$ cat config.mk
export PLATFORM = sky130hd
export DESIGN_NAME = ndgs_pair
export DESIGN_NICKNAME = d
export VERILOG_FILES = /design/src/rtl/core/ndgs_pkg.sv /design/src/rtl/core/ndgs_pair.sv
export VERILOG_INCLUDE_DIRS = /design/src /design/src/rtl/core
export SDC_FILE = /design/constraint.sdc
export NUM_CORES = 2
export LEC_CHECK = 0
export BUFFER_PORTS_ARGS = -buffer_cell sky130_fd_sc_hd__clkbuf_2
export CORE_MARGIN = 5
export CORE_UTILIZATION = 25
export CTS_CLUSTER_DIAMETER = 100
export DETAILED_ROUTE_END_ITERATION = 10
export PLACE_DENSITY = 0.36
export SLEW_MARGIN = 25
export SYNTH_ARGS = -nofsm -noshare
export SYNTH_HDL_FRONTEND = slang
export SYNTH_SLANG_ARGS = --single-unit
$ cat constraint.sdc
create_clock -name clk -period 16.1 [get_ports clk]
set_input_delay 0.805 -clock clk [delete_from_list [all_inputs] [get_ports clk]]
set_output_delay 0.805 -clock clk [all_outputs]
set_load 0.01 [all_outputs]
$ cat src/rtl/core/nbody_direct_gravity_step_macros.svh
// Assertion helpers shared by the RTL files.
`ifndef NBODY_DIRECT_GRAVITY_STEP_MACROS_SVH
`define NBODY_DIRECT_GRAVITY_STEP_MACROS_SVH

// Same-cycle implication, off while reset is high.
`define NDGS_ASSERT_IMP(lbl, ck, rs, ante, cons, msg) \
  lbl: assert property (@(posedge ck) disable iff (rs) (ante) |-> (cons)) \
    else $error(msg);

// Next-cycle implication, off while reset is high.
`define NDGS_ASSERT_NXT(lbl, ck, rs, ante, cons, msg) \
  lbl: assert property (@(posedge ck) disable iff (rs) (ante) |=> (cons)) \
    else $error(msg);

`endif

$ cat src/rtl/core/ndgs_pkg.sv
package ndgs_pkg;

  localparam int MAX_PARTICLES_DEF = 1024;
  localparam int FRAC_BITS_DEF     = 16;

  localparam int CFG_IDX_W  = 1;
  localparam int CFG_DATA_W = 16;
  localparam logic [CFG_IDX_W-1:0] CFG_PARTICLE_COUNT = 1'd0;
  localparam logic [CFG_IDX_W-1:0] CFG_TIME_STEP      = 1'd1;
  localparam logic [15:0]          TIME_STEP_RESET    = 16'd655;

  localparam logic [1:0] REQ_WRITE = 2'd0;
  localparam logic [1:0] REQ_STEP  = 2'd1;
  localparam logic [1:0] REQ_READ  = 2'd2;

  typedef struct packed {
    logic [1:0]         req_type;
    logic [9:0]         body_index;
    logic signed [31:0] in_pos_x;
    logic signed [31:0] in_pos_y;
    logic signed [31:0] in_pos_z;
    logic signed [31:0] in_vel_x;
    logic signed [31:0] in_vel_y;
    logic signed [31:0] in_vel_z;
    logic [31:0]        in_mass;
  } req_t;

  typedef struct packed {
    logic [9:0]         out_index;
    logic signed [31:0] out_pos_x;
    logic signed [31:0] out_pos_y;
    logic signed [31:0] out_pos_z;
    logic signed [31:0] out_vel_x;
    logic signed [31:0] out_vel_y;
    logic signed [31:0] out_vel_z;
    logic [31:0]        out_mass;
  } rsp_t;

  // operands of one pair evaluation
  typedef struct packed {
    logic signed [32:0] dx;
    logic signed [32:0] dy;
    logic signed [32:0] dz;
    logic [31:0]        mass;
  } pair_in_t;

  // acceleration contribution of one pair
  typedef struct packed {
    logic signed [63:0] tx;
    logic signed [63:0] ty;
    logic signed [63:0] tz;
  } pair_out_t;

endpackage

$ cat src/rtl/core/ndgs_pair.sv
`include "nbody_direct_gravity_step_macros.svh"

module ndgs_pair #(
  parameter int FRAC_BITS = ndgs_pkg::FRAC_BITS_DEF
) (
  input  logic                clk,
  input  logic                rst,
  input  logic                start,
  input  ndgs_pkg::pair_in_t  op,
  output logic                busy,
  output logic                done,
  output ndgs_pkg::pair_out_t terms
);
  import ndgs_pkg::*;

  localparam int NUM_W = 32 + 2 * FRAC_BITS;
  localparam int CNT_W = $clog2(NUM_W);
  localparam logic [63:0] SOFT =
    64'(((64'd25 << (2 * FRAC_BITS)) + 64'd500) / 64'd1000);

  typedef enum logic [3:0] {
    S_IDLE, S_SQX, S_SQY, S_SQZ, S_SUM, S_SQRT, S_DIVT, S_DIVK,
    S_TLO, S_THI, S_TACC
  } state_t;

  state_t state;

  logic [31:0]       mag [3];
  logic [2:0]        neg;
  logic [31:0]       mass;
  logic [1:0]        axis;
  logic [63:0]       prod;
  logic [63:0]       plo;
  logic [65:0]       r2sum;
  logic [63:0]       sq_v;
  logic [31:0]       sq_root;
  logic [35:0]       sq_rem;
  logic [NUM_W-1:0]  dvd;
  logic [63:0]       drem;
  logic [63:0]       dden;
  logic [63:0]       quo;
  logic [63:0]       kq;
  logic [CNT_W-1:0]  cnt;

  logic [1:0]        mul_sel;
  logic [31:0]       mul_a;
  logic [31:0]       mul_b;
  logic [66:0]       r2_total;
  logic [63:0]       r2_sat;
  logic [35:0]       sq_sh;
  logic [35:0]       sq_trial;
  logic [64:0]       dr_sh;
  logic              dr_ge;
  logic [63:0]       quo_next;
  logic [63:0]       p64;
  logic [63:0]       pmag;
  logic signed [63:0] term;

  function automatic logic [31:0] mag33(input logic signed [32:0] d);
    logic signed [32:0] n;
    n = -d;
    return d[32] ? n[31:0] : d[31:0];
  endfunction

  always_comb begin
    case (state)
      S_SQX:   mul_sel = 2'd0;
      S_SQY:   mul_sel = 2'd1;
      S_SQZ:   mul_sel = 2'd2;
      default: mul_sel = axis;
    endcase
    mul_a = mag[mul_sel];
    case (state)
      S_TLO:   mul_b = kq[31:0];
      S_THI:   mul_b = kq[63:32];
      default: mul_b = mag[mul_sel];
    endcase

    r2_total = 67'(r2sum) + 67'(prod) + 67'(SOFT);
    r2_sat   = (r2_total[66:64] != 3'd0) ? '1 : r2_total[63:0];

    // restoring square root, two radicand bits per step
    sq_sh    = {sq_rem[33:0], sq_v[63:62]};
    sq_trial = {2'b00, sq_root, 2'b01};

    // restoring division, one quotient bit per step
    dr_sh    = {drem, dvd[NUM_W-1]};
    dr_ge    = dr_sh >= {1'b0, dden};
    quo_next = {quo[62:0], dr_ge};

    // product is taken modulo 2^64 before the fraction shift
    p64  = plo + {prod[31:0], 32'd0};
    pmag = p64 >> FRAC_BITS;
    term = neg[axis] ? -$signed(pmag) : $signed(pmag);
  end

  always_ff @(posedge clk) begin
    if (rst) begin
      state <= S_IDLE;
      done  <= 1'b0;
    end else begin
      done <= 1'b0;
      case (state)
        S_IDLE: begin
          if (start) begin
            mag[0] <= mag33(op.dx);
            mag[1] <= mag33(op.dy);
            mag[2] <= mag33(op.dz);
            neg    <= {op.dz[32], op.dy[32], op.dx[32]};
            mass   <= op.mass;
            axis   <= 2'd0;
            state  <= S_SQX;
          end
        end
        S_SQX: begin
          prod  <= mul_a * mul_b;
          state <= S_SQY;
        end
        S_SQY: begin
          prod  <= mul_a * mul_b;
          r2sum <= 66'(prod);
          state <= S_SQZ;
        end
        S_SQZ: begin
          prod  <= mul_a * mul_b;
          r2sum <= r2sum + 66'(prod);
          state <= S_SUM;
        end
        S_SUM: begin
          dden    <= r2_sat;
          sq_v    <= r2_sat;
          sq_root <= '0;
          sq_rem  <= '0;
          cnt     <= '0;
          state   <= S_SQRT;
        end
        S_SQRT: begin
          if (sq_sh >= sq_trial) begin
            sq_rem  <= sq_sh - sq_trial;
            sq_root <= {sq_root[30:0], 1'b1};
          end else begin
            sq_rem  <= sq_sh;
            sq_root <= {sq_root[30:0], 1'b0};
          end
          sq_v <= {sq_v[61:0], 2'b00};
          cnt  <= cnt + 1'b1;
          if (cnt == CNT_W'(31)) begin
            dvd   <= NUM_W'(mass) << (2 * FRAC_BITS);
            drem  <= '0;
            quo   <= '0;
            cnt   <= '0;
            state <= S_DIVT;
          end
        end
        S_DIVT, S_DIVK: begin
          drem <= dr_ge ? dr_sh[63:0] - dden : dr_sh[63:0];
          dvd  <= {dvd[NUM_W-2:0], 1'b0};
          quo  <= quo_next;
          cnt  <= cnt + 1'b1;
          if (cnt == CNT_W'(NUM_W - 1)) begin
            cnt  <= '0;
            drem <= '0;
            quo  <= '0;
            if (state == S_DIVT) begin
              // next quotient: the m/r2 quotient shifted left by FRAC_BITS, divided by sqrt(r2)
              dvd   <= NUM_W'(quo_next) << FRAC_BITS;
              dden  <= 64'(sq_root);
              state <= S_DIVK;
            end else begin
              kq    <= quo_next;
              axis  <= 2'd0;
              state <= S_TLO;
            end
          end
        end
        S_TLO: begin
          prod  <= mul_a * mul_b;
          state <= S_THI;
        end
        S_THI: begin
          plo   <= prod;
          prod  <= mul_a * mul_b;
          state <= S_TACC;
        end
        S_TACC: begin
          case (axis)
            2'd0:    terms.tx <= term;
            2'd1:    terms.ty <= term;
            default: terms.tz <= term;
          endcase
          if (axis == 2'd2) begin
            done  <= 1'b1;
            state <= S_IDLE;
          end else begin
            axis  <= axis + 1'b1;
            state <= S_TLO;
          end
        end
        default: state <= S_IDLE;
      endcase
    end
  end

  assign busy = (state != S_IDLE);

  `NDGS_ASSERT_IMP(a_done_idle, clk, rst, done, state == S_IDLE, "pair done while busy")
  `NDGS_ASSERT_NXT(a_start_go, clk, rst, start && state == S_IDLE, state == S_SQX, "pair start lost")
  `NDGS_ASSERT_IMP(a_div_nonzero, clk, rst, state == S_DIVK || state == S_DIVT, dden != 64'd0, "zero divisor")

endmodule
==> flow_summary.yaml <==
run_status:
  outcome: "completed"
hold_path:
  min_path_type: "input pin to flip-flop"
synth:
  synth_seq_cells: 947
  synth.most_common_cell: "inv_1"
  yosysUniqueCellTypes: 100
  synth_enable_flop_cells: 942
  synth_warnings: 0
  synth.largest_area_cell: "edfxtp_1"
  synth_area_per_cell_sq_um: 9.918
  synth_top_area_share_pct: 32.92
  synth_cells: 8664
  synthesis.nets: 10288
  synth_common_cells: "inv_1 (1106), nor2_1 (1080), fa_1 (948)"
  ys.flop_type: "edfxtp_1"
  ys_top_cells_by_area: "edfxtp_1 (33%), fa_1 (22%), ha_1 (7.9%), inv_1 (4.8%), nor2_1 (4.7%)"
  synthArstFlopShare_pct: 0
  ys_seq_area_share_pct: 33.04
  syn_area_sq_um: 85930
timing:
  finalMaxSlewViolations: 0
  rsz0062_at_grt: "no"
  tightest_slew_ns: 1.182
  period_share_pct: 77.77
  hold_viol: 0
  fin_skew_ns: 0.09692
  max_freq_mhz: 79.86
  slew_headroom_pct: 21.19
  fin_crit_ns: 12.52
  final.setup.tns_ns: 0
  finalSetupViolations: 0
  setup_slack_ns: 3.578
critical_path:
  crit_arrival_ns: 13.07
  crit_fanout: 49
  critical_path.top_delay_family: "adder cells"
  cpPeakStageDelay_ns: 0.95
  endpoint_kind: "flip-flop"
  worstSetupPathType: "flip-flop to flip-flop"
  cp_slowest_cell: "o21ai_4"
  crit_required_ns: 16.65
  crit_top_cell: "fa_1"
  start_kind: "flip-flop"
  crit_buf_inv: 5
global_routing:
  grt_pass1_wl_um: 470400
  grt_max_degree: 108
  antenna_found_initial: 20
  groute.usage.overall_pct: 17.70
  grt_pass1_vias: 67288
  overflow: 0
clocking:
  clock_path_buffers: 4
  cts_tree: "yes"
  numCtsBuffers: 136
  cts_root_buffer: "clkbuf_16"
  cts_hold_buf: 0
  cts.htree.levels: 4
  clock_latency_ns: 0.82
  cts_resized: 0
  postCtsSetupBuffers: 0
  clk_pin_slew_ns: 0.06
  cts_sinks: 947
die:
  coreArea_sq_um: 342700
  die-width_um: 596.3
  initial_core_util_pct: 25.07
  die_h_um: 596.3
  num_rows: 215
  die_area_sq_um: 355500
  ioPinCount: 328
routing:
  detail_route.wl_per_cell_um: 23.78
  wirelength_um: 320700
  ant_nets: 0
  drtIter0Drc: 4716
  drc: 0
  via_per_inst: 4.733
  dr.pass1.iters: 6
  vias: 63834
place:
  post-dp-hpwl_um: 243700
  io_buffers: 327
  gp_congestion: 0.8792
  place_ws_ns: 3.578
finish:
  final_layout_size_suffix_gt1_share_pct: 9.023
  nFillCells: 36172
  finalNetCount: 10448
  area_growth_pct: 13.27
run:
  drv_cap: 0
## cell type report
type | instances | area [sq um] | area share (%)
Tap cell | 4557 | 5702 | 5.858
Sequential cell | 947 | 28390 | 29.17
Antenna cell | 7 | 17.52 | 0.01800
Multi-Input combinational cell | 6177 | 52070 | 53.49
Clock inverter | 73 | 728.2 | 0.7482
Inverter | 1108 | 4159 | 4.273
Timing Repair Buffer | 454 | 2646 | 2.719
Clock buffer | 163 | 3621 | 3.720
## final timing paths
check | from | to | slack, ns | depth (start not counted)
worst max register to register | state[1] | prod[63] | 3.58 | 31
worst min register to register | quo[62] | kq[63] | 0.42 | 0
worst max-delay path | state[1] | prod[63] | 3.58 | 31
worst min-delay path | op[11] | mass[11] | 0.18 | 1
## through the flow
stage | hold slack, ns | util (%) | cell area, sq um | instances
global route | 0.1204 | 28.40 | 97320 | 13480
CTS | 0.09404 | 28.39 | 97300 | 13479
detailed placement | 0.4065 | 27.12 | 92950 | 13243
finish | 0.1780 | 28.40 | 97330 | 13486
floorplan | 0.4003 | - | 85930 | 8664
global placement | 0.4011 | 27.10 | 92870 | 13240
## registers in the layout (all words and copies together) (netlist names), 32 cells and up
register and cells:
sq_rem 34, drem 64, sq_v 64, quo 63
mag 96, terms 192, mass 32, kq 64
dvd 48, r2sum 66, sq_root 32, prod 64
dden 64, plo 48
## placed cells by master, fill, tap and decap left out, types with 129 or more instances in the layout
cell          n
a21o_1      188
a21oi_1     428
a31oi_1     194
clkbuf_16   141
clkbuf_2    327
edfxtp_1    942
fa_1        948
ha_1        542
inv_1      1106
nand2_1     898
nor2_1     1078
o21ai_0     260
xnor2_1     293
xor2_1      129
## kinds of logic after synthesis
kind of cell | Yosys count | share of synthesized area [%]
AOI/OAI and AO/OA | 1535 | 11.27
xor gates and xnor gates | 423 | 4.312
adders and majority gates | 1490 | 29.98
buffers and inverters | 1540 | 6.858
DFF | 947 | 33.04
muxes | 107 | 1.248
and+or+nand+nor | 2622 | 13.30
## per-layer routing
layer	wire, um	GRT usage, %
met3	18020	3.174
met5	68	0
met1	147600	24.48
met2	146200	28.56
met4	8779	4.542
Power is not shown: default switching activity piles up to over one toggle a cycle in this logic, so the estimate is an artifact.
